**src/rtl/dual_wheel_pid_speed_control_core_assert.svh**
```systemverilog
// Assertion macros for the speed controller.
`ifndef DUAL_WHEEL_PID_SPEED_CONTROL_CORE_ASSERT_SVH
`define DUAL_WHEEL_PID_SPEED_CONTROL_CORE_ASSERT_SVH

`ifndef NO_ASSERTIONS
`define DWPID_ASSERT_IMPLIES(label, ante, cons) \
    label: assert property (@(posedge clk) disable iff (!rst_n) (ante) |-> (cons)) \
        else $error("dwpid: same-cycle check failed");
`define DWPID_ASSERT_NEXT(label, ante, cons) \
    label: assert property (@(posedge clk) disable iff (!rst_n) (ante) |=> (cons)) \
        else $error("dwpid: next-cycle check failed");
`else
`define DWPID_ASSERT_IMPLIES(label, ante, cons)
`define DWPID_ASSERT_NEXT(label, ante, cons)
`endif

`endif

```
**src/rtl/dwpid_pkg.sv**
```systemverilog
`default_nettype none

package dwpid_pkg;

    localparam int SUM_WIDTH_DEFAULT = 48;
    localparam int DRIVE_LIMIT       = 100;

    localparam int CFG_INDEX_W = 3;
    localparam int CFG_DATA_W  = 32;
    localparam int GAIN_W      = 16;
    localparam int SCALE_W     = 32;
    localparam int COUNT_W     = 16;
    localparam int SPEED_W     = 32;
    localparam int DRIVE_W     = 8;

    localparam logic [GAIN_W-1:0]  PROP_GAIN_RESET   = 16'd25600;
    localparam logic [GAIN_W-1:0]  INTEG_GAIN_RESET  = 16'd25600;
    localparam logic [GAIN_W-1:0]  DERIV_GAIN_RESET  = 16'd0;
    localparam logic [SCALE_W-1:0] SPEED_SCALE_RESET = 32'd65536;

    typedef enum logic [CFG_INDEX_W-1:0] {
        REG_PROP_GAIN_LEFT,
        REG_PROP_GAIN_RIGHT,
        REG_INTEG_GAIN_LEFT,
        REG_INTEG_GAIN_RIGHT,
        REG_DERIV_GAIN_LEFT,
        REG_DERIV_GAIN_RIGHT,
        REG_SPEED_SCALE_LEFT,
        REG_SPEED_SCALE_RIGHT
    } cfg_index_t;

    typedef struct packed {
        logic [GAIN_W-1:0]  prop_gain;
        logic [GAIN_W-1:0]  integ_gain;
        logic [GAIN_W-1:0]  deriv_gain;
        logic [SCALE_W-1:0] speed_scale;
    } lane_cfg_t;

    typedef enum logic [3:0] {
        ST_IDLE,
        ST_SPEED,
        ST_ERROR,
        ST_INTEG,
        ST_DERIV,
        ST_ILO,
        ST_IHI,
        ST_ICOMB,
        ST_IACC,
        ST_FINISH
    } state_t;

    typedef enum logic [3:0] {
        DP_IDLE,
        DP_LOAD_SAMPLE,
        DP_LOAD_TARGET,
        DP_MUL_SPEED,
        DP_ERROR,
        DP_INTEG,
        DP_MUL_D,
        DP_MUL_ILO,
        DP_MUL_IHI,
        DP_ICOMB,
        DP_IACC,
        DP_FINISH
    } dp_cmd_t;

    typedef struct packed {
        dp_cmd_t cmd;
    } dwpid_ctrl_t;

endpackage

`default_nettype wire

```
**src/rtl/dwpid_ctrl.sv**
```systemverilog
`default_nettype none

module dwpid_ctrl
    import dwpid_pkg::*;
(
    input  wire logic  clk,
    input  wire logic  rst_n,
    input  wire logic  in_valid,
    input  wire logic  in_op,
    output logic       in_ready,
    output logic       out_valid,
    input  wire logic  out_ready,
    output dwpid_ctrl_t ctrl
);

    `include "dual_wheel_pid_speed_control_core_assert.svh"

    state_t state_reg, state_next;
    logic   out_valid_reg, out_valid_next;

    always_ff @(posedge clk or negedge rst_n)
    begin
        if (!rst_n)
        begin
            state_reg     <= ST_IDLE;
            out_valid_reg <= 1'b0;
        end
        else
        begin
            state_reg     <= state_next;
            out_valid_reg <= out_valid_next;
        end
    end

    always_comb
    begin
        state_next     = state_reg;
        out_valid_next = out_valid_reg && !out_ready;
        ctrl.cmd       = DP_IDLE;
        in_ready       = 1'b0;
        unique case (state_reg)
            ST_IDLE:
            begin
                in_ready = 1'b1;
                if (in_valid)
                begin
                    if (in_op)
                    begin
                        ctrl.cmd = DP_LOAD_TARGET;
                    end
                    else
                    begin
                        ctrl.cmd   = DP_LOAD_SAMPLE;
                        state_next = ST_SPEED;
                    end
                end
            end
            ST_SPEED:
            begin
                ctrl.cmd   = DP_MUL_SPEED;
                state_next = ST_ERROR;
            end
            ST_ERROR:
            begin
                ctrl.cmd   = DP_ERROR;
                state_next = ST_INTEG;
            end
            ST_INTEG:
            begin
                ctrl.cmd   = DP_INTEG;
                state_next = ST_DERIV;
            end
            ST_DERIV:
            begin
                ctrl.cmd   = DP_MUL_D;
                state_next = ST_ILO;
            end
            ST_ILO:
            begin
                ctrl.cmd   = DP_MUL_ILO;
                state_next = ST_IHI;
            end
            ST_IHI:
            begin
                ctrl.cmd   = DP_MUL_IHI;
                state_next = ST_ICOMB;
            end
            ST_ICOMB:
            begin
                ctrl.cmd   = DP_ICOMB;
                state_next = ST_IACC;
            end
            ST_IACC:
            begin
                ctrl.cmd   = DP_IACC;
                state_next = ST_FINISH;
            end
            ST_FINISH:
            begin
                // output slot must be free before the drive registers change
                if (!out_valid_reg || out_ready)
                begin
                    ctrl.cmd       = DP_FINISH;
                    out_valid_next = 1'b1;
                    state_next     = ST_IDLE;
                end
            end
            default:
            begin
                state_next = ST_IDLE;
            end
        endcase
    end

    assign out_valid = out_valid_reg;

    `DWPID_ASSERT_NEXT(a_sample_starts, in_valid && in_ready && !in_op, state_reg == ST_SPEED)
    `DWPID_ASSERT_NEXT(a_command_no_beat, in_valid && in_ready && in_op && !out_valid_reg, !out_valid_reg)
    `DWPID_ASSERT_IMPLIES(a_beat_from_finish, $rose(out_valid_reg), $past(state_reg) == ST_FINISH)
    `DWPID_ASSERT_NEXT(a_finish_waits, state_reg == ST_FINISH && out_valid_reg && !out_ready, state_reg == ST_FINISH)

endmodule

`default_nettype wire

```
**config.mk**
```make
export PLATFORM = sky130hd
export DESIGN_NAME = dwpid_ctrl
export DESIGN_NICKNAME = d
export VERILOG_FILES = /design/src/rtl/dwpid_pkg.sv /design/src/rtl/dwpid_ctrl.sv
export VERILOG_INCLUDE_DIRS = /design/src /design/src/rtl
export SDC_FILE = /design/constraint.sdc
export NUM_CORES = 1
export LEC_CHECK = 0
export ABC_AREA = 1
export BUFFER_PORTS_ARGS = -buffer_cell sky130_fd_sc_hd__buf_2
export CORE_AREA = 5 5 42 44
export CTS_CLUSTER_SIZE = 14
export DETAILED_ROUTE_END_ITERATION = 10
export DIE_AREA = 0 0 47 49
export GPL_ROUTABILITY_DRIVEN = 0
export PLACE_DENSITY_LB_ADDON = 0.05
export SYNTH_ARGS = -nofsm -noshare
export SYNTH_HDL_FRONTEND = slang
export SYNTH_SLANG_ARGS = --single-unit
```
**constraint.sdc**
```tcl
create_clock -name clk -period 1.1 [get_ports clk]
set_input_delay 0.165 -clock clk [delete_from_list [all_inputs] [get_ports clk]]
set_output_delay 0.165 -clock clk [all_outputs]
set_load 0.1 [all_outputs]
```
==> impl_metrics.py <==
metrics = {
    "placement": {
        "io_buffers": 10,
        "post-dp-hpwl_um": 820.4,
        "dp_cells": 94,
    },
    "timing": {
        "slew_viol_final": 0,
        "layout_min_cycle_time_ps": 1460,
        "max_freq_mhz": 684.8,
        "max_slew_margin_pct": 80.00,
        "hold_viol": 0,
        "tightestPinTransition_ps": 298.8,
        "fin_skew_ps": 0.4075,
        "final.setup.tns_ps": -1927,
        "min_period_over_period_pct": 132.8,
        "setup_viol": 7,
        "rsz0062_at_grt": "true",
        "setup_slack_ps": -360.3,
    },
    "setup_path": {
        "critical_path.slowest_cell": "dfrtp_2",
        "reg2reg_slack_ps": -240,
        "crit_chain": "nor2_4, nand4_1, nand3_4, buf_12",
        "cp.required_ps": 940,
        "r2r-start": "state_reg[2]$_DFFE_PN0P_",
        "worstSetupPathType": "reg -> out",
        "arrival_ps": 1300,
        "r2r_end": "state_reg[2]$_DFFE_PN0P_",
        "startpoint_type": "flop",
        "critPathCaptureType": "primary output",
        "crit_fanout": 5,
        "r2r_cells": 7,
        "max_stage_delay_ps": 460,
    },
    "route": {
        "dr_total_vias": 448,
        "wl_per_cell_um": 10.20,
        "remaining_drc_errors": 0,
        "drt-total-wl_mm": 1.071,
        "drt_iter0_markers": 2,
        "ant_nets": 0,
        "firstDrtPassIters": 4,
        "viasPerCell": 4.267,
    },
    "grt": {
        "overflow": 0,
        "grt_pass1_wl_mm": 1.752,
        "grt_max_degree": 8,
        "grt.total_usage_pct": 10.18,
        "first_global_vias": 452,
        "antenna_found_initial": 0,
    },
    "cells_and_area": {
        "diodes": 0,
        "area_delta_synth_final_pct": 144.4,
        "multiInputGateArea_um2": 325.3,
        "layoutNonFillerInstCount": 105,
        "drive_above_1_share_pct": 80.90,
        "largest_reg_flops": 4,
        "seq_area_um2": 133.9,
        "final_nets": 95,
        "fill_cells": 117,
    },
    "die": {
        "die_w_um": 47,
        "core_area_mm2": 0.001401,
        "design.die.area_mm2": 0.002303,
        "io_pins": 11,
        "start_util_pct": 26.52,
        "fp.dieH_um": 49,
        "rows": 14,
    },
    "yosys": {
        "syn_area_um2": 371.6,
        "yosysWarnings": 0,
        "seq_area_frac_synth_pct": 33.67,
        "syn_inst": 50,
        "syn-num-nets": 55,
        "synth_ff_type": "dfrtp_1",
        "ys_types": 16,
        "synth-edff-count": 0,
        "ys_ff_latch": 5,
        "avgSynthCellArea_um2": 7.432,
        "ys_async_sr_fraction_pct": 100.0,
    },
    "min_path": {
        "hold_class": "in -> async",
    },
    "clock_tree": {
        "clock-sinks": 5,
        "cts-root-buf": "clkbuf_4",
        "clkTransAtPathRegs_ps": 40,
        "numCtsBuffers": 3,
        "h-tree-depth": 1,
        "clk_path_buf_depth": 2,
        "cts_tree": "yes",
        "insertion_delay_ps": 240,
    },
    "job": {
        "cap_violations": 0,
    },
    "run_status": {
        "violations": "negative setup slack",
        "outcome": "finished, violations left",
    },
}
==> logic make-up after synthesis <==
kind of cell | Yosys count | share of synthesized area [%]
buffers and inverters | 9 | 9.090
AO/OA/AOI/OAI | 5 | 11.11
AND/OR/NAND/NOR | 31 | 46.12
flip-flops | 5 | 33.67
==> per-layer routing <==
metal	global-route usage (%)	wire length [µm]	up-vias
li1	-	-	236
met4	5.530	0	0
met2	15.38	525	7
met5	0	0	-
met3	1.107	50	0
met1	13.56	496	205
==> critical path: cells and delay by family, from the launching register on <==
| kind | cells | cell delay, ps |
|---|---|---|
| buffers and inverters | 1 | 170 |
| DFF | 1 | 460 |
| and+or+nand+nor | 3 | 420 |
==> cells in the final DEF, fill, tap and decap left out <==
cell           instances
buf_4                 18
nand2_4                6
nand2_1                6
buf_12                 6
buf_6                  6
nor2_4                 5
nand2_2                4
nand3_4                4
buf_2                  4
dfrtp_2                4
inv_1                  3
inv_2                  3
clkbuf_4               3
nor2_1                 2
inv_8                  1
clkinv_4               1
nand3_2                1
o21ai_4                1
nand3_1                1
nand4_1                1
clkinvlp_4             1
a21boi_2               1
o211ai_1               1
o21ai_1                1
nor2_2                 1
a21oi_2                1
clkbuf_1               1
dlygate4sd3_1          1
dfrtp_4                1
==> cell type report <==
| cell class | instances | area share, % |
|---|---|---|
| multi-input combinational | 36 | 35.81 |
| inverter | 9 | 5.510 |
| timing repair buffer | 35 | 38.84 |
| sequential | 5 | 14.74 |
| clock buffer | 4 | 2.893 |
| tap | 16 | 2.204 |
==> synth_stat cells, types with 2 or more instances <==
cell type / count / area [µm²]
nand2_2: 4 / 25.02
nor2_2: 2 / 12.51
inv_2: 5 / 18.77
nand3_2: 3 / 30.03
nand2_1: 12 / 45.04
inv_1: 4 / 15.01
nor2_1: 4 / 15.01
nor2_4: 2 / 22.52
nand3_1: 3 / 15.01
dfrtp_1: 5 / 125.1
==> worst max path at each step <==
stage | slack [ps] | startpoint | endpoint | depth (start not counted)
2_1_floorplan | -280 | out_valid$_DFF_PN0_ | ctrl[1] | 3
3_3_place_gp | -160 | state_reg[2]$_DFFE_PN0P_ | ctrl[1] | 6
3_5_place_dp | -180 | state_reg[2]$_DFFE_PN0P_ | ctrl[1] | 6
4_1_cts | -380 | state_reg[2]$_DFFE_PN0P_ | ctrl[1] | 6
5_1_grt | -420 | state_reg[2]$_DFFE_PN0P_ | ctrl[1] | 6
6_report | -360 | state_reg[2]$_DFFE_PN0P_ | ctrl[1] | 4
==> repair_timing <==
item	4_1_cts	5_1_grt
setup buffers	4	2
resized for setup	22	5
setup endpoints to repair	7	9
pin swaps	8	2
hold buffers	1	0
hold endpoints to repair	5	0
==> through the flow <==
step           utilization, %  setup WS (ps)  hold WS (ps)  area [µm²]
4_1_cts                 62.77         -375.6         267.3       879.6
3_5_place_dp            52.23         -184.1        -10.47       732.0
3_3_place_gp            52.23         -164.6        -14.43       732.0
5_1_grt                 64.82         -418.3         285.7       908.4
6_report                64.82         -360.3         274.0       908.4
2_1_floorplan               -         -280.9        -130.6       436.7
Power is not shown: default switching activity piles up to over one toggle a cycle in this logic, so the estimate is an artifact.
