[config.mk]
export PLATFORM = sky130hd
export DESIGN_NAME = dwpid_lane
export DESIGN_NICKNAME = d
export VERILOG_FILES = /design/src/rtl/dual_wheel_pid_speed_control_core_assert.svh /design/src/rtl/dwpid_pkg.sv /design/src/rtl/dwpid_lane.sv
export SDC_FILE = /design/constraint.sdc
export NUM_CORES = 2
export LEC_CHECK = 0
export ABC_CLOCK_PERIOD_IN_PS = 8000
export BUFFER_PORTS_ARGS = -buffer_cell sky130_fd_sc_hd__buf_2
export CORE_ASPECT_RATIO = 0.9
export CORE_UTILIZATION = 40
export DETAILED_ROUTE_END_ITERATION = 10
export GPL_TIMING_DRIVEN = 0
export PLACE_DENSITY_LB_ADDON = 0.08
export SYNTH_ARGS = -nofsm -noshare
export SYNTH_HDL_FRONTEND = slang
export SYNTH_SLANG_ARGS = --single-unit
[constraint.sdc]
create_clock -name clk -period 8 [get_ports clk]
set_input_delay 1.2 -clock clk [delete_from_list [all_inputs] [get_ports clk]]
set_output_delay 1.2 -clock clk [all_outputs]
set_load 0.05 [all_outputs]
[src/rtl/dual_wheel_pid_speed_control_core_assert.svh]
// Assertion macros for the speed controller.
`ifndef DUAL_WHEEL_PID_SPEED_CONTROL_CORE_ASSERT_SVH
`define DUAL_WHEEL_PID_SPEED_CONTROL_CORE_ASSERT_SVH

`ifndef NO_ASSERTIONS
`define DWPID_ASSERT_IMPLIES(label, ante, cons) \
    label: assert property (@(posedge clk) disable iff (!rst_n) (ante) |-> (cons)) \
        else $error("dwpid: same-cycle check failed");
`define DWPID_ASSERT_NEXT(label, ante, cons) \
    label: assert property (@(posedge clk) disable iff (!rst_n) (ante) |=> (cons)) \
        else $error("dwpid: next-cycle check failed");
`else
`define DWPID_ASSERT_IMPLIES(label, ante, cons)
`define DWPID_ASSERT_NEXT(label, ante, cons)
`endif

`endif

[src/rtl/dwpid_pkg.sv]
`default_nettype none

package dwpid_pkg;

    localparam int SUM_WIDTH_DEFAULT = 48;
    localparam int DRIVE_LIMIT       = 100;

    localparam int CFG_INDEX_W = 3;
    localparam int CFG_DATA_W  = 32;
    localparam int GAIN_W      = 16;
    localparam int SCALE_W     = 32;
    localparam int COUNT_W     = 16;
    localparam int SPEED_W     = 32;
    localparam int DRIVE_W     = 8;

    localparam logic [GAIN_W-1:0]  PROP_GAIN_RESET   = 16'd25600;
    localparam logic [GAIN_W-1:0]  INTEG_GAIN_RESET  = 16'd25600;
    localparam logic [GAIN_W-1:0]  DERIV_GAIN_RESET  = 16'd0;
    localparam logic [SCALE_W-1:0] SPEED_SCALE_RESET = 32'd65536;

    typedef enum logic [CFG_INDEX_W-1:0] {
        REG_PROP_GAIN_LEFT,
        REG_PROP_GAIN_RIGHT,
        REG_INTEG_GAIN_LEFT,
        REG_INTEG_GAIN_RIGHT,
        REG_DERIV_GAIN_LEFT,
        REG_DERIV_GAIN_RIGHT,
        REG_SPEED_SCALE_LEFT,
        REG_SPEED_SCALE_RIGHT
    } cfg_index_t;

    typedef struct packed {
        logic [GAIN_W-1:0]  prop_gain;
        logic [GAIN_W-1:0]  integ_gain;
        logic [GAIN_W-1:0]  deriv_gain;
        logic [SCALE_W-1:0] speed_scale;
    } lane_cfg_t;

    typedef enum logic [3:0] {
        ST_IDLE,
        ST_SPEED,
        ST_ERROR,
        ST_INTEG,
        ST_DERIV,
        ST_ILO,
        ST_IHI,
        ST_ICOMB,
        ST_IACC,
        ST_FINISH
    } state_t;

    typedef enum logic [3:0] {
        DP_IDLE,
        DP_LOAD_SAMPLE,
        DP_LOAD_TARGET,
        DP_MUL_SPEED,
        DP_ERROR,
        DP_INTEG,
        DP_MUL_D,
        DP_MUL_ILO,
        DP_MUL_IHI,
        DP_ICOMB,
        DP_IACC,
        DP_FINISH
    } dp_cmd_t;

    typedef struct packed {
        dp_cmd_t cmd;
    } dwpid_ctrl_t;

endpackage

`default_nettype wire

[src/rtl/dwpid_lane.sv]
`default_nettype none

module dwpid_lane
    import dwpid_pkg::*;
#(
    parameter int SUM_WIDTH = SUM_WIDTH_DEFAULT
)
(
    input  wire logic                      clk,
    input  wire logic                      rst_n,
    input  wire dwpid_ctrl_t               ctrl,
    input  wire lane_cfg_t                 lcfg,
    input  wire logic signed [COUNT_W-1:0] count,
    input  wire logic signed [SPEED_W-1:0] target,
    output logic signed [DRIVE_W-1:0]      drive
);

    localparam int MUL_A_W = GAIN_W + 1;
    localparam int MUL_B_W = SCALE_W + 2;
    localparam int PROD_W  = MUL_A_W + MUL_B_W;
    localparam int ILO_W   = GAIN_W + 32;
    localparam int ERR_W   = PROD_W + 1;
    localparam int DIFF_W  = SPEED_W + 1;
    localparam int SW1     = SUM_WIDTH + 1;
    localparam int HI_W    = SUM_WIDTH - 32;
    localparam int IP_W    = SUM_WIDTH + GAIN_W + 2;
    localparam int CMP_W   = (IP_W > 62) ? IP_W : 62;
    localparam int ACC_W   = 64;
    localparam int FRAC_W  = 24;

    localparam logic signed [ERR_W-1:0] E_MAX =
        {{(ERR_W-SPEED_W+1){1'b0}}, {(SPEED_W-1){1'b1}}};
    localparam logic signed [ERR_W-1:0] E_MIN =
        {{(ERR_W-SPEED_W+1){1'b1}}, {(SPEED_W-1){1'b0}}};
    localparam logic signed [SW1-1:0] SUM_MAX = {2'b00, {(SUM_WIDTH-1){1'b1}}};
    localparam logic signed [SW1-1:0] SUM_MIN = {2'b11, {(SUM_WIDTH-1){1'b0}}};
    localparam logic signed [CMP_W-1:0] CAP     = {{(CMP_W-61){1'b0}}, 1'b1, 60'd0};
    localparam logic signed [CMP_W-1:0] NEG_CAP = -CAP;
    localparam logic signed [ACC_W-1:0] DRV_MAX = ACC_W'(DRIVE_LIMIT);
    localparam logic signed [ACC_W-1:0] DRV_MIN = -DRV_MAX;
    localparam logic signed [ACC_W-1:0] ROUND_BIAS = {{(ACC_W-FRAC_W){1'b0}}, {FRAC_W{1'b1}}};

    // loop state
    logic signed [SPEED_W-1:0]   target_reg, target_next;
    logic signed [SUM_WIDTH-1:0] sum_reg,    sum_next;
    logic signed [SPEED_W-1:0]   last_reg,   last_next;

    // working registers
    logic signed [COUNT_W-1:0] count_reg, count_next;
    logic signed [SPEED_W-1:0] e_reg,     e_next;
    logic signed [DIFF_W-1:0]  diff_reg,  diff_next;
    logic signed [PROD_W-1:0]  prod_reg,  prod_next;
    logic        [ILO_W-1:0]   ilo_reg,   ilo_next;
    logic signed [IP_W-1:0]    ip_reg,    ip_next;
    logic signed [ACC_W-1:0]   acc_reg,   acc_next;
    logic signed [DRIVE_W-1:0] drive_reg, drive_next;

    logic signed [MUL_A_W-1:0] mul_a;
    logic signed [MUL_B_W-1:0] mul_b;
    logic signed [ERR_W-1:0]   err_wide;
    logic signed [SW1-1:0]     sum_wide;
    logic signed [CMP_W-1:0]   ip_wide;
    logic signed [CMP_W-1:0]   ip_clamp;
    logic signed [ACC_W-1:0]   q_wide;
    logic signed [ACC_W-1:0]   q_clamp;

    always_comb
    begin
        mul_a = '0;
        mul_b = '0;
        unique case (ctrl.cmd)
            DP_MUL_SPEED:
            begin
                mul_a = MUL_A_W'(count_reg);
                mul_b = $signed({2'b00, lcfg.speed_scale});
            end
            DP_INTEG:
            begin
                mul_a = $signed({1'b0, lcfg.prop_gain});
                mul_b = MUL_B_W'(e_reg);
            end
            DP_MUL_D:
            begin
                mul_a = $signed({1'b0, lcfg.deriv_gain});
                mul_b = MUL_B_W'(diff_reg);
            end
            DP_MUL_ILO:
            begin
                mul_a = $signed({1'b0, lcfg.integ_gain});
                mul_b = $signed({2'b00, sum_reg[31:0]});
            end
            DP_MUL_IHI:
            begin
                mul_a = $signed({1'b0, lcfg.integ_gain});
                mul_b = MUL_B_W'($signed(sum_reg[SUM_WIDTH-1:SUM_WIDTH-HI_W]));
            end
            default: ;
        endcase
    end

    always_comb
    begin
        err_wide = ERR_W'(target_reg) - ERR_W'(prod_reg);
        sum_wide = SW1'(sum_reg) + SW1'(e_reg);
        ip_wide  = CMP_W'(ip_reg);
        if (ip_wide > CAP)
            ip_clamp = CAP;
        else if (ip_wide < NEG_CAP)
            ip_clamp = NEG_CAP;
        else
            ip_clamp = ip_wide;
        // truncate toward zero
        q_wide = (acc_reg + (acc_reg[ACC_W-1] ? ROUND_BIAS : ACC_W'(0))) >>> FRAC_W;
        if (q_wide > DRV_MAX)
            q_clamp = DRV_MAX;
        else if (q_wide < DRV_MIN)
            q_clamp = DRV_MIN;
        else
            q_clamp = q_wide;
    end

    always_comb
    begin
        target_next = target_reg;
        sum_next    = sum_reg;
        last_next   = last_reg;
        count_next  = count_reg;
        e_next      = e_reg;
        diff_next   = diff_reg;
        prod_next   = mul_a * mul_b;
        ilo_next    = ilo_reg;
        ip_next     = ip_reg;
        acc_next    = acc_reg;
        drive_next  = drive_reg;
        unique case (ctrl.cmd)
            DP_LOAD_SAMPLE:
            begin
                count_next = count;
            end
            DP_LOAD_TARGET:
            begin
                target_next = target;
                sum_next    = '0;
                last_next   = '0;
            end
            DP_ERROR:
            begin
                if (err_wide > E_MAX)
                    e_next = SPEED_W'(E_MAX);
                else if (err_wide < E_MIN)
                    e_next = SPEED_W'(E_MIN);
                else
                    e_next = SPEED_W'(err_wide);
            end
            DP_INTEG:
            begin
                if (sum_wide > SUM_MAX)
                    sum_next = SUM_WIDTH'(SUM_MAX);
                else if (sum_wide < SUM_MIN)
                    sum_next = SUM_WIDTH'(SUM_MIN);
                else
                    sum_next = SUM_WIDTH'(sum_wide);
                diff_next = DIFF_W'(e_reg) - DIFF_W'(last_reg);
                last_next = e_reg;
            end
            DP_MUL_D:
            begin
                acc_next = ACC_W'(prod_reg);
            end
            DP_MUL_ILO:
            begin
                acc_next = acc_reg - ACC_W'(prod_reg);
            end
            DP_MUL_IHI:
            begin
                ilo_next = prod_reg[ILO_W-1:0];
            end
            DP_ICOMB:
            begin
                ip_next = (IP_W'(prod_reg) <<< 32) + IP_W'($signed({1'b0, ilo_reg}));
            end
            DP_IACC:
            begin
                acc_next = acc_reg + ACC_W'(ip_clamp);
            end
            DP_FINISH:
            begin
                drive_next = DRIVE_W'(-q_clamp);
            end
            default: ;
        endcase
    end

    always_ff @(posedge clk or negedge rst_n)
    begin
        if (!rst_n)
        begin
            target_reg <= '0;
            sum_reg    <= '0;
            last_reg   <= '0;
        end
        else
        begin
            target_reg <= target_next;
            sum_reg    <= sum_next;
            last_reg   <= last_next;
        end
    end

    always_ff @(posedge clk)
    begin
        count_reg <= count_next;
        e_reg     <= e_next;
        diff_reg  <= diff_next;
        prod_reg  <= prod_next;
        ilo_reg   <= ilo_next;
        ip_reg    <= ip_next;
        acc_reg   <= acc_next;
        drive_reg <= drive_next;
    end

    assign drive = drive_reg;

endmodule

`default_nettype wire

==> results by group <==
Status
  – Status: complete, but fails checks
  – Failing checks: setup timing

Routing
  – DRT Pass-1 Iters: 7
  – Wire length per cell: 24.6 um
  – Avg Vias per Cell: 5.71
  – DR DRC count: 0
  – Initial drt markers: 3734
  – Routed vias: 42900
  – Final ANT Viol Nets: 0
  – Total Routed Length: 185000 um

Global route
  – Largest net degree at the start of global routing: 86
  – Overflow after GRT: 0
  – Number of global-route vias before repair: 42600
  – Total track usage: 0.293
  – First-pass GRT wire length: 277000 um
  – Antenna violations before repair: 12

Floorplan
  – FP Rows: 122
  – Die ar.: 127000 um2
  – Chip Height: 338 um
  – I/O pin count: 142
  – Core Area: 124000 um2
  – Starting Density: 0.406
  – Die Span X: 375 um

Layout
  – Multi-input gate area: 36100 um2
  – Commonest non-fill, non-tap cell in the layout: inv_1
  – Filler cell count: 12000
  – Layout cells sized above 1: 0.132
  – Reg area: 11800 um2
  – Nets: 6895
  – Final instance area: 58000 um2
  – Area grow syn2layout: 15.6%
  – Top library cells by usage in the layout, fill and taps aside: inv_1, nand2_1, fa_1
  – Largest register FFs: 66

Worst setup path
  – CP max FO: 8
  – Worst r2r dst: prod_reg[50]
  – Crit end category: flip-flop
  – Crit path DAT: 8.87 ns
  – Crit start category: input pin
  – R2R depth: 21
  – Critical-path top delay cell: fa_1
  – WS Path Type: input pin to flip-flop
  – R2R Setup Slk: 0.31 ns
  – R2R Path Start: e_reg[31]
  – Worst path max stage delay: 0.54 ns
  – Most common cell on crit path: fa_1
  – Crit path required time: 8.55 ns

Clocking
  – Clock-pin slew on the worst setup and hold paths: 0.06 ns
  – TritonCTS clock tree: done
  – H-tree depth: 2
  – Hold-fix buffers, CTS: 0
  – Number of buffers created by CTS: 53
  – Worst-skew pair later-pin latency: 0.71 ns
  – CTS sink count: 430
  – Clock buffer depth: 3
  – Clock root buffer: clkbuf_16

Pwr
  – Overall power: 0.0142 W
  – Max rail drop VDD: 200 uV
  – Int Pwr: 0.00738 W
  – Clock Power Share: 0.176
  – Leak: 25.8 nW
  – Combinational power share: 0.581
  – Switching Power: 0.00681 W
  – Switch share: 0.480
  – PD cells: 245 nW/um2
  – Reg power frac: 0.242

Synth
  – Post-synth ARST share: 0.260
  – Yosys warning count: 0
  – Seq/Total Area, Yosys: 0.236
  – Top_reg_cell synth: edfxtp_1
  – Synth Area per Inst: 9.01 um2
  – Syn Nets: 6599
  – Netlist cell types: 112
  – Yosys reg bits: 430
  – Post-synth EDFFs: 267
  – Post-synthesis cell area: 50200 um2
  – Mapped Cells: 5566

Timing
  – Fmax: 0.120 GHz
  – Final Hold Viols: 0
  – Worst Tran Pin Value: 1.28 ns
  – Final setup fails: 12
  – Final min period: 8.32 ns
  – PnR worst setup slack: -0.318 ns
  – RSZ-0062 raised after global routing: yes
  – Max-slew violations: 0
  – Skew final: 0.0748 ns
  – Post-route clock period utilization: 1.04
  – Slew Limit Headroom: 0.148

Worst hold path
  – Hold Path End: ip_reg[18]
  – Hold Crit Depth: 0
  – Worst hold path startpoint: ilo_reg[18]
  – HP Class: flip-flop to flip-flop

Job
  – Max cap viols: 0

Place
  – Placer Congestion: 0.979
  – Detail Placement HPWL: 150000 um
  – Buffers on Ports: 141
  – Area post-placement: 53800 um2
==> routing by layer <==
| layer | up-vias | GRT usage | part of all wire |
|---|---|---|---|
| li1 | 19700 | - | - |
| met4 | 4 | 0.0971 | 0.036 |
| met1 | 21500 | 0.408 | 0.45 |
| met2 | 1389 | 0.473 | 0.45 |
| met3 | 277 | 0.0355 | 0.062 |
| met5 | - | 0 | 0.00012 |
==> critical path, delay by kind of cell <==
family          cells  cell delay, ns
fa+ha+maj           7            3.30
buf+inv            12            1.41
compound gates      8            1.90
simple gates        8            1.00
==> through the flow <==
| step | instances | hold slack [ns] | setup slack, ns | TNS, ns | utilization |
|---|---|---|---|---|---|
| 4_1_cts | 7504 | 0.381 | -0.312 | -2.03 | 0.466 |
| 2_1_floorplan | 5566 | 0.400 | -0.0634 | -0.174 | - |
| 6_report | 7520 | 0.393 | -0.318 | -2.40 | 0.469 |
| 3_5_place_dp | 7331 | 0.405 | -3.19 | -69.45 | 0.435 |
| 3_3_place_gp | 7319 | 0.400 | -3.28 | -256.54 | 0.433 |
| 5_1_grt | 7518 | 0.399 | -0.515 | -5.07 | 0.469 |
==> area by class of cell <==
type / count / share of cell area
Buffer: 181 / 0.0239
Antenna cell: 2 / 0.0000863
Multi-Input combinational cell: 4195 / 0.622
Clock buffer: 69 / 0.0253
Inverter: 725 / 0.0470
Clock inverter: 30 / 0.00507
Timing Repair Buffer: 276 / 0.0380
Sequential cell: 430 / 0.204
Tap cell: 1612 / 0.0348
==> power groups by stage <==
| stage | sequential (W) | combinational, W | clock, W |
|---|---|---|---|
| 5_1_grt | 0.00346 | 0.00905 | 0.00261 |
| 3_3_place_gp | 0.00347 | 0.00783 | 0 |
| 6_report | 0.00344 | 0.00825 | 0.00250 |
| 2_1_floorplan | 0.00311 | 0.00577 | 0 |
| 4_1_cts | 0.00341 | 0.00808 | 0.00254 |
| 3_5_place_dp | 0.00346 | 0.00784 | 0 |
==> cells by family (layout without fill, tap and decap cells) <==
logic type | after synthesis | count (layout) | synth area share
and+or+nand+nor | 1777 | 1777 | 0.166
AOI/OAI and AO/OA | 1181 | 1181 | 0.160
buffers and inverters | 941 | 1281 | 0.0710
adders and majority gates | 899 | 899 | 0.306
DFF | 430 | 430 | 0.236
xor gates and xnor gates | 297 | 297 | 0.0519
muxes | 41 | 41 | 0.00901
other | 0 | 2 | 0
==> worst max-delay path by stage <==
| stage | startpoint | cells after the start | slack [ns] | end |
|---|---|---|---|---|
| floorplan | ctrl[2] | 28 | -0.06 | prod_reg[49] |
| global placement | ctrl[0] | 29 | -3.28 | prod_reg[50] |
| detailed placement | ctrl[0] | 26 | -3.19 | prod_reg[50] |
| CTS | ctrl[3] | 29 | -0.31 | prod_reg[45] |
| global route | ctrl[3] | 32 | -0.52 | prod_reg[45] |
| finish | ctrl[3] | 35 | -0.32 | prod_reg[40] |
==> repair_timing <==
| item | CTS | global route |
|---|---|---|
| cloned | 5 | 0 |
| setup endpoints to repair | 37 | 21 |
| setup buffers | 101 | 21 |
| pin swaps | 118 | 45 |
| resized for setup | 259 | 92 |
==> Yosys cell counts (79+ instances only) <==
library cell | instances | area (um2)
clkbuf_1 | 188 | 706
nor3_1 | 79 | 395
o21ai_0 | 205 | 1030
fa_1 | 546 | 10900
a21oi_1 | 297 | 1490
nand2_1 | 629 | 2360
inv_1 | 722 | 2710
xnor2_1 | 215 | 1880
dfrtp_1 | 112 | 2800
nor2_1 | 532 | 2000
xor2_1 | 82 | 718
a21o_1 | 163 | 1220
edfxtp_1 | 267 | 8020
nand3_1 | 102 | 510
ha_1 | 353 | 4420
Power figures use the tool's default switching activity.
