### src/rtl/dual_wheel_pid_speed_control_core_assert.svh
// Assertion macros for the speed controller.
`ifndef DUAL_WHEEL_PID_SPEED_CONTROL_CORE_ASSERT_SVH
`define DUAL_WHEEL_PID_SPEED_CONTROL_CORE_ASSERT_SVH

`ifndef NO_ASSERTIONS
`define DWPID_ASSERT_IMPLIES(label, ante, cons) \
    label: assert property (@(posedge clk) disable iff (!rst_n) (ante) |-> (cons)) \
        else $error("dwpid: same-cycle check failed");
`define DWPID_ASSERT_NEXT(label, ante, cons) \
    label: assert property (@(posedge clk) disable iff (!rst_n) (ante) |=> (cons)) \
        else $error("dwpid: next-cycle check failed");
`else
`define DWPID_ASSERT_IMPLIES(label, ante, cons)
`define DWPID_ASSERT_NEXT(label, ante, cons)
`endif

`endif

### src/rtl/dwpid_pkg.sv
`default_nettype none

package dwpid_pkg;

    localparam int SUM_WIDTH_DEFAULT = 48;
    localparam int DRIVE_LIMIT       = 100;

    localparam int CFG_INDEX_W = 3;
    localparam int CFG_DATA_W  = 32;
    localparam int GAIN_W      = 16;
    localparam int SCALE_W     = 32;
    localparam int COUNT_W     = 16;
    localparam int SPEED_W     = 32;
    localparam int DRIVE_W     = 8;

    localparam logic [GAIN_W-1:0]  PROP_GAIN_RESET   = 16'd25600;
    localparam logic [GAIN_W-1:0]  INTEG_GAIN_RESET  = 16'd25600;
    localparam logic [GAIN_W-1:0]  DERIV_GAIN_RESET  = 16'd0;
    localparam logic [SCALE_W-1:0] SPEED_SCALE_RESET = 32'd65536;

    typedef enum logic [CFG_INDEX_W-1:0] {
        REG_PROP_GAIN_LEFT,
        REG_PROP_GAIN_RIGHT,
        REG_INTEG_GAIN_LEFT,
        REG_INTEG_GAIN_RIGHT,
        REG_DERIV_GAIN_LEFT,
        REG_DERIV_GAIN_RIGHT,
        REG_SPEED_SCALE_LEFT,
        REG_SPEED_SCALE_RIGHT
    } cfg_index_t;

    typedef struct packed {
        logic [GAIN_W-1:0]  prop_gain;
        logic [GAIN_W-1:0]  integ_gain;
        logic [GAIN_W-1:0]  deriv_gain;
        logic [SCALE_W-1:0] speed_scale;
    } lane_cfg_t;

    typedef enum logic [3:0] {
        ST_IDLE,
        ST_SPEED,
        ST_ERROR,
        ST_INTEG,
        ST_DERIV,
        ST_ILO,
        ST_IHI,
        ST_ICOMB,
        ST_IACC,
        ST_FINISH
    } state_t;

    typedef enum logic [3:0] {
        DP_IDLE,
        DP_LOAD_SAMPLE,
        DP_LOAD_TARGET,
        DP_MUL_SPEED,
        DP_ERROR,
        DP_INTEG,
        DP_MUL_D,
        DP_MUL_ILO,
        DP_MUL_IHI,
        DP_ICOMB,
        DP_IACC,
        DP_FINISH
    } dp_cmd_t;

    typedef struct packed {
        dp_cmd_t cmd;
    } dwpid_ctrl_t;

endpackage

`default_nettype wire

### src/rtl/dwpid_cfg.sv
`default_nettype none

module dwpid_cfg
    import dwpid_pkg::*;
(
    input  wire logic                   clk,
    input  wire logic                   rst_n,
    input  wire logic                   cfg_we,
    input  wire logic [CFG_INDEX_W-1:0] cfg_index,
    input  wire logic [CFG_DATA_W-1:0]  cfg_data,
    output lane_cfg_t                   cfg_left,
    output lane_cfg_t                   cfg_right
);

    lane_cfg_t left_reg,  left_next;
    lane_cfg_t right_reg, right_next;

    always_comb
    begin
        left_next  = left_reg;
        right_next = right_reg;
        if (cfg_we)
        begin
            unique case (cfg_index_t'(cfg_index))
                REG_PROP_GAIN_LEFT:    left_next.prop_gain    = cfg_data[GAIN_W-1:0];
                REG_PROP_GAIN_RIGHT:   right_next.prop_gain   = cfg_data[GAIN_W-1:0];
                REG_INTEG_GAIN_LEFT:   left_next.integ_gain   = cfg_data[GAIN_W-1:0];
                REG_INTEG_GAIN_RIGHT:  right_next.integ_gain  = cfg_data[GAIN_W-1:0];
                REG_DERIV_GAIN_LEFT:   left_next.deriv_gain   = cfg_data[GAIN_W-1:0];
                REG_DERIV_GAIN_RIGHT:  right_next.deriv_gain  = cfg_data[GAIN_W-1:0];
                REG_SPEED_SCALE_LEFT:  left_next.speed_scale  = cfg_data[SCALE_W-1:0];
                REG_SPEED_SCALE_RIGHT: right_next.speed_scale = cfg_data[SCALE_W-1:0];
                default: ;
            endcase
        end
    end

    always_ff @(posedge clk or negedge rst_n)
    begin
        if (!rst_n)
        begin
            left_reg  <= '{PROP_GAIN_RESET, INTEG_GAIN_RESET, DERIV_GAIN_RESET,
                           SPEED_SCALE_RESET};
            right_reg <= '{PROP_GAIN_RESET, INTEG_GAIN_RESET, DERIV_GAIN_RESET,
                           SPEED_SCALE_RESET};
        end
        else
        begin
            left_reg  <= left_next;
            right_reg <= right_next;
        end
    end

    assign cfg_left  = left_reg;
    assign cfg_right = right_reg;

endmodule

`default_nettype wire

### config.mk
export PLATFORM = sky130hd
export DESIGN_NAME = dwpid_cfg
export DESIGN_NICKNAME = d
export VERILOG_FILES = /design/src/rtl/dual_wheel_pid_speed_control_core_assert.svh /design/src/rtl/dwpid_pkg.sv /design/src/rtl/dwpid_cfg.sv
export SDC_FILE = /design/constraint.sdc
export NUM_CORES = 1
export LEC_CHECK = 0
export BUFFER_PORTS_ARGS = -buffer_cell sky130_fd_sc_hd__buf_2
export CORE_MARGIN = 10
export CORE_UTILIZATION = 40
export CTS_CLUSTER_DIAMETER = 50
export DETAILED_ROUTE_END_ITERATION = 16
export GPL_TIMING_DRIVEN = 1
export PLACE_DENSITY = 0.71
export SETUP_SLACK_MARGIN = 0.4
export SLEW_MARGIN = 20
export SYNTH_ARGS = -nofsm -noshare
export SYNTH_HDL_FRONTEND = slang
export SYNTH_SLANG_ARGS = --single-unit
### constraint.sdc
create_clock -name clk -period 1 [get_ports clk]
set_input_delay 0.3 -clock clk [delete_from_list [all_inputs] [get_ports clk]]
set_output_delay 0.3 -clock clk [all_outputs]
set_load 0.01 [all_outputs]
==> impl_metrics.env, run 1 <==
export IMPL_status="finished with violations"
export IMPL_violations="negative hold slack, negative setup slack"
export IMPL_grt_max_degree=48
export IMPL_core_sq_um=15090
export IMPL_critical_path_buf_inv_count=1
export IMPL_crit_family="flip-flops"
export IMPL_cp_slowest_cell="dfstp_2"
export IMPL_fill_cells=924
export IMPL_path_cells="buf_6"
export IMPL_worst_pin_slew_ps=320.7
export IMPL_routedWlPerCell_um=23.64
export IMPL_fin_skew_ps=0
export IMPL_slew_violations=0
export IMPL_rsz0062_at_grt="true"
export IMPL_worstSetupPathType="flip-flop to output port"
export IMPL_fin_area_sq_um=10750
export IMPL_insertion_delay_ps=410
export IMPL_dp_hpwl_mm=11.80
export IMPL_numCtsBuffers=17
export IMPL_viasPerCell=4.871
export IMPL_first_pass_iters=4
export IMPL_cp_end_kind="output port"
export IMPL_final_setup_viol_count=308
export IMPL_drt_iter0_drc=224
export IMPL_pwr_density_cell_nw_per_um2=2182
export IMPL_netlist_area_sq_um=6098
export IMPL_slew_headroom=0.7862
export IMPL_cts_num_sinks=160
export IMPL_io_buffer_count=197
export IMPL_area_delta_synth_final_pct=76.20
export IMPL_drive_above_1_share=0.7876
export IMPL_row_count=45
export IMPL_drc=0
export IMPL_grt_util_all_layers=0.1980
export IMPL_ant_nets=0
export IMPL_crit_required_ps=700
export IMPL_die_h_um=143.5
export IMPL_finish_utilization=0.7121
export IMPL_htree_levels=4
export IMPL_leakagePower_nw=5.531
export IMPL_cts_tree="built"
export IMPL_timing_final_ws_setup_ps=-372.5
export IMPL_cts_root_buf="clkbuf_16"
export IMPL_pin_count=198
export IMPL_die_area_sq_um=20590
export IMPL_finalCritPeriodShare=1.372
export IMPL_seq_area_frac_synth=0.6594
export IMPL_crit_path_start_kind="flip-flop"
export IMPL_worstPathMaxFanout=2
export IMPL_ys_types=13
export IMPL_start_util=0.4041
export IMPL_place_gp_congestion=0.7466
export IMPL_n_antenna_cell=0
export IMPL_wl_mm=21.26
export IMPL_synth_cells=347
export IMPL_fin_crit_ps=1372
export IMPL_peakVddDrop_mv=1.221
export IMPL_fmax_mhz=728.6
export IMPL_ys_seq_elements=160
export IMPL_clkTransAtPathRegs_ps=70
export IMPL_dieWidth_um=143.5
export IMPL_cp_arrival_ps=1070
export IMPL_cts_max_path_buffers=2
export IMPL_antenna_found_initial=0
export IMPL_grt_pass1_vias=4900
export IMPL_nets=736
export IMPL_cap_violations=0
export IMPL_min_path_type="primary input to async pin"
export IMPL_power_w=0.02345
export IMPL_grt_pass1_wl_mm=30.52
export IMPL_vias=4379
export IMPL_timing_hold_ws_ps=-314.8
export IMPL_post_synth_cell_area_avg_sq_um=17.57
export IMPL_placed_area_sq_um=7707
export IMPL_critPathMaxStageDelay_ps=550
export IMPL_synthesis_nets=385
export IMPL_ys_warn_count=0
export IMPL_grt_overflow=0
export IMPL_hold_viol=146
path summary, 6_finish.rpt:
path / to / slack (ps) / cells past startpoint / from
max reg2reg: cfg_right[79] / -30 / 3 / cfg_right[79]
min: cfg_right[51] / -310 / 1 / rst_n
max: cfg_right[74] / -370 / 1 / cfg_right[74]
min in group clk: cfg_right[31] / 130 / 2 / cfg_data[31]
max in group asynchronous: cfg_left[29] / 790 / 2 / rst_n
min reg2reg: cfg_right[45] / 500 / 1 / cfg_right[45]
cells by family after synthesis:
family        count (synthesis)  share of synthesized area
buf+inv                      19                    0.02277
mux                         160                     0.3016
simple gates                  8                    0.01621
flops                       160                     0.6594
synthesized netlist by cell type (all sizes together):
library cell	instances	area, sq um
mux2	160	1839
dfrtp	146	3654
buf	19	138.9
dfstp	14	367.9
nand4b	3	38.79
nor4bb	3	30.03
nand4	1	6.260
nor4b	1	23.77
layout make-up:
class | count | area (sq um) | area share
Clock buffer | 23 | 478.0 | 0.04448
Tap cell | 188 | 235.2 | 0.02189
Timing Repair Buffer | 351 | 3374 | 0.3140
Sequential cell | 160 | 4021 | 0.3742
Clock inverter | 9 | 132.6 | 0.01234
Multi-Input combinational cell | 168 | 2504 | 0.2330
stage by stage:
stage                     hold slack [ps]  setup slack (ps)  instances  TNS [ps]
final                              -314.8            -372.5        899    -55650
after global routing               -328.3            -405.6        899    -62530
after CTS                          -332.1            -393.3        844    -52540
after detailed placement            116.2            -562.8        734    -77850
after global placement              111.5            -542.7        734    -73610
after floorplan                     4.409            -510.8        347    -51220
cells in the final DEF (no fill, tap or decap):
cell type	n
clkinv_4	2
clkbuf_16	19
nand4b_4	2
clkbuf_8	3
buf_16	10
clkbuf_1	3
buf_4	98
clkinvlp_4	2
nand4_1	1
nor4b_4	1
clkinv_2	2
dfrtp_1	146
nand4b_1	1
nor4bb_4	3
buf_2	97
mux2_4	144
buf_8	6
bufinv_16	3
dfstp_2	14
buf_6	117
mux2_2	16
buf_12	21
sequential cells by signal (all words and copies together) (netlist names):
signal and flops:
cfg_right 80, cfg_left 80
where the power goes:
part | switching (W) | internal [W]
registers | 0.00102 | 0.00801
clock network | 0.00261 | 0.00413
logic | 0.00268 | 0.00499
per-layer routing:
layer  wire length [um]  part of all wire  track usage  vias up
met1               8910              0.42       0.2430     2272
met4                254             0.012      0.04997        0
met5                  0                 0            0        -
li1                   -                 -            -     1937
met3               1507             0.071      0.06799       27
met2              10580              0.50       0.3270      143
timing repair:
item	in CTS	in global routing
gates resized for setup	191	63
setup endpoints to repair	320	320
endpoints found under the hold margin	146	146
pin swaps	4	1
setup buffers	64	55
gates cloned	14	0
No activity file was read; power rests on OpenSTA's default activity.
==> inputs of run 2 (changes only) <==
==> constraint.sdc (replaced) <==
create_clock -name clk -period 1.7 [get_ports clk]
set_input_delay 0.51 -clock clk [delete_from_list [all_inputs] [get_ports clk]]
set_output_delay 0.51 -clock clk [all_outputs]
set_load 0.01 [all_outputs]
==> run 2 against run 1 <==
  * The run now ends clean
  * Sequential share of layout area rose by 4.1 points
  * Wire length fell by 14%
  * Cell count fell by 5.8%
  * Clock power fell by 39%
  * Worst hold slack improved by 660 ps
  * Non-clock buffer count fell by 52
  * Combinational power fell by 50%
  * Via count fell by 6.6%
  * First-iteration DRC count fell by 39%
==> impl_metrics.env, run 2 (synthesis gave the netlist of run 1 again) <==
export IMPL_numCtsBuffers=17
export IMPL_seq_area_sq_um=4021
export IMPL_path_cells="buf_6"
export IMPL_hold_depth=2
export IMPL_grt_pass1_wl_mm=27.16
export IMPL_routedWlPerCell_um=21.50
export IMPL_htree_levels=4
export IMPL_cp_slowest_cell="dfstp_2"
export IMPL_share_comb_of_total_power=0.290
export IMPL_power_w=0.01328
export IMPL_min_path_type="primary input to flip-flop"
export IMPL_worst_pin_slew_ps=329.6
export IMPL_seqPwrFrac=0.397
export IMPL_drt_iter0_drc=136
export IMPL_critical_path_buf_inv_count=1
export IMPL_clkPwrFrac=0.312
export IMPL_row_count=45
export IMPL_peakVddDrop_mv=0.8133
export IMPL_layout_common_cells="146 x dfrtp_1, 102 x mux2_2, 102 x buf_6, 99 x buf_2, 81 x buf_4"
export IMPL_fmax_mhz=633.4
export IMPL_grt_use_met3=0.07195
export IMPL_worstSetupPathType="flip-flop to output port"
export IMPL_met1_usage=0.1994
export IMPL_hold_viol=0
export IMPL_place_gp_congestion=0.7503
export IMPL_vias=4091
export IMPL_leakagePower_nw=4.719
export IMPL_p_int_w=0.009741
export IMPL_fin_crit_ps=1579
export IMPL_start_util=0.4041
export IMPL_wl_mm=18.21
export IMPL_crit_family="flip-flops"
export IMPL_drive_above_1_share=0.7724
export IMPL_final_setup_viol_count=0
export IMPL_multi_input_area_sq_um=2163
export IMPL_slew_violations=0
export IMPL_min_from="cfg_data[26]"
export IMPL_critPathMaxStageDelay_ps=550
export IMPL_cap_violations=0
export IMPL_crit_path_start_kind="flip-flop"
export IMPL_grtUsageMet2=0.2941
export IMPL_dieWidth_um=143.5
export IMPL_slew_headroom=0.7803
export IMPL_crit_required_ps=1190
export IMPL_grt_util_all_layers=0.1736
export IMPL_grt_overflow=0
export IMPL_grt_max_degree=64
export IMPL_fill_cells=1086
export IMPL_fin_area_sq_um=9674
export IMPL_pin_count=198
export IMPL_nets=684
export IMPL_cts_tree="built"
export IMPL_clkTransAtPathRegs_ps=60
export IMPL_area_delta_synth_final_pct=58.64
export IMPL_worstPathMaxFanout=2
export IMPL_layout_commonest_cell="dfrtp_1"
export IMPL_finish_utilization=0.6411
export IMPL_placed_area_sq_um=7700
export IMPL_r2r_start="cfg_right[23]"
export IMPL_dp_hpwl_mm=11.94
export IMPL_antenna_found_initial=0
export IMPL_status="completed"
export IMPL_cts_max_path_buffers=2
export IMPL_cp_arrival_ps=1070
export IMPL_core_sq_um=15090
export IMPL_die_h_um=143.5
export IMPL_cts_root_buf="clkbuf_16"
export IMPL_grt_pass1_vias=4635
export IMPL_reg2reg_depth=3
export IMPL_finalCritPeriodShare=0.9287
export IMPL_viasPerCell=4.830
export IMPL_die_area_sq_um=20590
export IMPL_insertion_delay_ps=410
export IMPL_n_antenna_cell=0
export IMPL_p_sw_frac=0.2664
export IMPL_top_usage_layer="met2"
export IMPL_io_buffer_count=197
export IMPL_rsz0062_at_grt="true"
export IMPL_hold_end="cfg_left[26]"
export IMPL_p_switching_w=0.003537
export IMPL_rrSetupSlack_ps=660
export IMPL_r2r_end="cfg_right[23]"
export IMPL_ant_nets=0
export IMPL_pwr_density_cell_nw_per_um2=1372
export IMPL_cts_num_sinks=160
export IMPL_cp_end_kind="output port"
export IMPL_first_pass_iters=4
export IMPL_fin_skew_ps=0
export IMPL_drc=0
==> run 2: cell types whose count changed in the layout (fill, tap and decap cells not counted), sizes merged <==
cell	previous run	this run
buf	349	296
clkbuf	25	23
clkinvlp	2	1
dlygate4sd3	0	1
bufinv	3	4
inv	0	2
==> run 2: how the worst max path moves through the flow <==
stage,cells past startpoint,end,from
finish,1,cfg_right[74],cfg_right[74]
global placement,4,cfg_left[37],cfg_index[1]
CTS,1,cfg_right[74],cfg_right[74]
global route,1,cfg_right[58],cfg_right[58]
floorplan,4,cfg_left[70],cfg_index[0]
detailed placement,4,cfg_left[37],cfg_index[1]
==> run 2: what timing repair did <==
item	in CTS	in global routing
setup endpoints to repair	211	226
setup buffers	54	22
gates resized for setup	71	41
endpoints found under the hold margin	1	0
hold buffers	1	0
cloned	2	3
pin swaps	1	4
==> run 2: power by group through the flow <==
stage                     registers [W]  clock network, W  logic (W)
after CTS                       0.00522           0.00423    0.00357
after detailed placement        0.00522                 0    0.00277
after floorplan                 0.00558                 0    0.00100
after global routing            0.00538           0.00439    0.00412
final                           0.00528           0.00415    0.00385
after global placement          0.00516                 0    0.00270
==> run 2: cell type report <==
class / instances / share of cell area
flip-flops and latches: 160 / 0.4157
repair buffers: 299 / 0.2695
multi-input cells: 168 / 0.2236
clock buffers: 21 / 0.04863
well taps: 188 / 0.02431
clock inverters: 11 / 0.01824
==> run 2: layer usage <==
metal / up-vias / share of wire
met3: 12 / 0.078
li1: 1839 / -
met4: 0 / 0.0060
met2: 131 / 0.51
met1: 2109 / 0.41
met5: - / 0
==> run 2: stage by stage <==
stage               hold WS (ps)  TNS (ps)  setup WS [ps]  cells
floorplan                  214.4    -145.7         -20.81    347
global placement           307.6     -1242         -48.28    733
detailed placement         310.5     -3485         -92.50    733
CTS                        322.7         0          101.9    822
global route               329.0         0          91.92    847
finish                     340.4         0          121.2    847
==> inputs of run 3 (changes only) <==
--- a/config.mk
+++ b/config.mk
@@ -5,6 +5,7 @@
 export SDC_FILE = /design/constraint.sdc
 export NUM_CORES = 1
 export LEC_CHECK = 0
+export ABC_AREA = 1
 export BUFFER_PORTS_ARGS = -buffer_cell sky130_fd_sc_hd__buf_2
 export CORE_MARGIN = 10
 export CORE_UTILIZATION = 40
@@ -13,7 +14,6 @@
 export GPL_TIMING_DRIVEN = 1
 export PLACE_DENSITY = 0.71
 export SETUP_SLACK_MARGIN = 0.4
-export SLEW_MARGIN = 20
 export SYNTH_ARGS = -nofsm -noshare
 export SYNTH_HDL_FRONTEND = slang
 export SYNTH_SLANG_ARGS = --single-unit
==> run 3 against run 2 <==
  * Design area fell by 2.3%
  * Count of clock-buffer cells in the layout shrank 1
  * Highest routed layer unchanged
  * Largest cell class unchanged
  * Via count up 44%
==> impl_metrics.env, run 3 <==
export IMPL_layout_commonest_cell="nand2_1"
export IMPL_finish_utilization=0.6193
export IMPL_power_w=0.01244
export IMPL_htree_levels=4
export IMPL_cts_num_sinks=160
export IMPL_synth_top_area_frac=0.5835
export IMPL_fin_area_sq_um=9449
export IMPL_grt_pass1_vias=5808
export IMPL_critPathMaxStageDelay_ps=560
export IMPL_start_util=0.4103
export IMPL_final_setup_viol_count=0
export IMPL_slew_headroom=0.7892
export IMPL_cts_max_path_buffers=2
export IMPL_row_count=45
export IMPL_nets=1037
export IMPL_cts_tree="built"
export IMPL_path_cells="buf_6"
export IMPL_clkTransAtPathRegs_ps=60
export IMPL_first_pass_iters=5
export IMPL_ys_warn_count=0
export IMPL_seqPwrFrac=0.409
export IMPL_dp_hpwl_mm=14.31
export IMPL_routedWlPerCell_um=17.84
export IMPL_peakVddDrop_mv=0.6735
export IMPL_grt_util_all_layers=0.1963
export IMPL_yosys_area_share_simple=0.3171
export IMPL_pwr_density_cell_nw_per_um2=1317
export IMPL_critical_path_buf_inv_count=1
export IMPL_cp_slowest_cell="dfstp_2"
export IMPL_seq_area_frac_synth=0.6423
export IMPL_antenna_found_initial=0
export IMPL_crit_required_ps=1190
export IMPL_grt_max_degree=52
export IMPL_finalCritPeriodShare=0.9364
export IMPL_viasPerCell=4.808
export IMPL_n_antenna_cell=0
export IMPL_area_delta_synth_final_pct=50.92
export IMPL_netlist_area_sq_um=6261
export IMPL_ys_seq_elements=160
export IMPL_min_path_type="primary input to flip-flop"
export IMPL_die_area_sq_um=21060
export IMPL_numCtsBuffers=17
export IMPL_yosys_top_cells_area="dfrtp_1 58%, nand2_1 25%, dfstp_2 5.9%, nand3_1 5.1%, buf_2 2.7%"
export IMPL_synthesis_nets=753
export IMPL_fin_skew_ps=0
export IMPL_layout_common_cells="425 x nand2_1, 146 x dfrtp_1, 116 x buf_2, 105 x buf_4, 81 x buf_6"
export IMPL_place_gp_congestion=0.7999
export IMPL_share_comb_of_total_power=0.261
export IMPL_ys_async_sr_fraction=1.000
export IMPL_status="completed"
export IMPL_fin_crit_ps=1592
export IMPL_pin_count=198
export IMPL_drive_above_1_share=0.3640
export IMPL_crit_family="flip-flops"
export IMPL_crit_path_start_kind="flip-flop"
export IMPL_cp_end_kind="output port"
export IMPL_yosysMostFrequentCell="nand2_1"
export IMPL_placed_area_sq_um=7616
export IMPL_grt_pass1_wl_mm=33.10
export IMPL_synth_edf_count=0
export IMPL_worstSetupPathType="flip-flop to output port"
export IMPL_yosysTopAreaCell="dfrtp_1"
export IMPL_synth_adder_area_share=0
export IMPL_leakagePower_nw=5.353
export IMPL_fmax_mhz=628.2
export IMPL_rsz0062_at_grt="true"
export IMPL_cap_violations=0
export IMPL_fill_cells=1235
export IMPL_io_buffer_count=197
export IMPL_wl_mm=21.80
export IMPL_dieWidth_um=145.1
export IMPL_vias=5875
export IMPL_synth_top_family_by_area="simple AND/OR/NAND/NOR gates"
export IMPL_worstPathMaxFanout=2
export IMPL_ant_nets=0
export IMPL_synthMuxAreaShare=0
export IMPL_worst_pin_slew_ps=315.5
export IMPL_hold_viol=0
export IMPL_p_switching_w=0.003514
export IMPL_insertion_delay_ps=420
export IMPL_p_int_w=0.008927
export IMPL_drc=0
export IMPL_synthFlopType="dfrtp_1"
export IMPL_p_sw_frac=0.2825
export IMPL_synth_xor_area_share=0
export IMPL_die_h_um=145.1
export IMPL_core_sq_um=15260
export IMPL_synth_common_cells="425 x nand2_1, 146 x dfrtp_1, 64 x nand3_1"
export IMPL_fin_tns_setup_ps=0
export IMPL_synth_cells=715
export IMPL_grt_overflow=0
export IMPL_drt_iter0_drc=472
export IMPL_post_synth_cell_area_avg_sq_um=8.757
export IMPL_ys_types=14
export IMPL_clkPwrFrac=0.331
export IMPL_slew_violations=0
export IMPL_cts_root_buf="clkbuf_16"
export IMPL_synth_compound_area_frac=0
export IMPL_cp_arrival_ps=1080
-- run 3: changes by cell type after synthesis, sizes merged, moves of 3 or more --
cell,previous run,this run
nor4bb,3,0
buf,19,35
nand3,0,64
nand2,0,429
mux2,160,0
clkbuf,0,13
nor2,0,8
nand4b,3,0
inv,0,6
-- run 3: what timing repair did --
item,in CTS,in global routing
resized for setup,51,40
endpoints found under the setup margin,160,193
hold buffers,1,0
endpoints found under the hold margin,21,0
gates cloned,0,0
buffers inserted,52,37
-- run 3: cell families after synthesis --
kind of cell | count (synthesis)
flops | 160
buf+inv | 54
simple gates | 501
-- run 3: power by group through the flow --
stage,Sequential [W],Clock (W),Combinational [W]
after floorplan,0.00534,0,0.000690
after global placement,0.00502,0,0.00221
after detailed placement,0.00502,0,0.00227
after CTS,0.00501,0.00414,0.00284
after global routing,0.00516,0.00431,0.00355
final,0.00509,0.00411,0.00324
-- run 3: path summary, 6_finish.rpt --
| path | slack (ps) | startpoint | to | cells past startpoint |
|---|---|---|---|---|
| worst max-delay path | 110 | cfg_right[61] | cfg_right[61] | 1 |
| max in group asynchronous | 550 | rst_n | cfg_right[62] | 3 |
| worst max register to register | 820 | cfg_right[45] | cfg_right[45] | 4 |
| min in group asynchronous | 530 | rst_n | cfg_right[31] | 2 |
| worst min register to register | 470 | cfg_right[14] | cfg_right[14] | 2 |
| worst min-delay path | 300 | cfg_data[31] | cfg_left[31] | 3 |
-- run 3: metrics by stage --
stage                     std cells  setup WS [ps]  hold WS, ps
after detailed placement       1101          40.03        399.9
final                          1222          108.1        301.8
after global routing           1222          78.17        297.5
after floorplan                 715          394.0        214.4
after CTS                      1185          99.51        285.4
after global placement         1101          68.09        402.0
-- run 3: area by class of cell --
class	instances	area, sq um	share of cell area
Clock buffer	20	446.7	0.04727
Inverter	6	22.52	0.002383
Multi-Input combinational cell	501	2016	0.2133
Sequential cell	160	4021	0.4256
Tap cell	211	264.0	0.02794
Timing Repair Buffer	313	2491	0.2636
Clock inverter	11	187.7	0.01986
-- run 3: metal layers --
| metal | routed length, um | global-route usage | up-vias |
|---|---|---|---|
| li1 | - | - | 2750 |
| met1 | 9165 | 0.2543 | 2872 |
| met5 | 0 | 0 | - |
| met2 | 10420 | 0.3019 | 225 |
| met3 | 1854 | 0.07327 | 28 |
| met4 | 367 | 0.05410 | 0 |
-- run 3: worst register-to-register path, cell delays in order, from the launching register on --
cell and delay, ps:
dfrtp_1 400, buf_4 140, buf_4 120, nand2_1 50
nand2_1 60
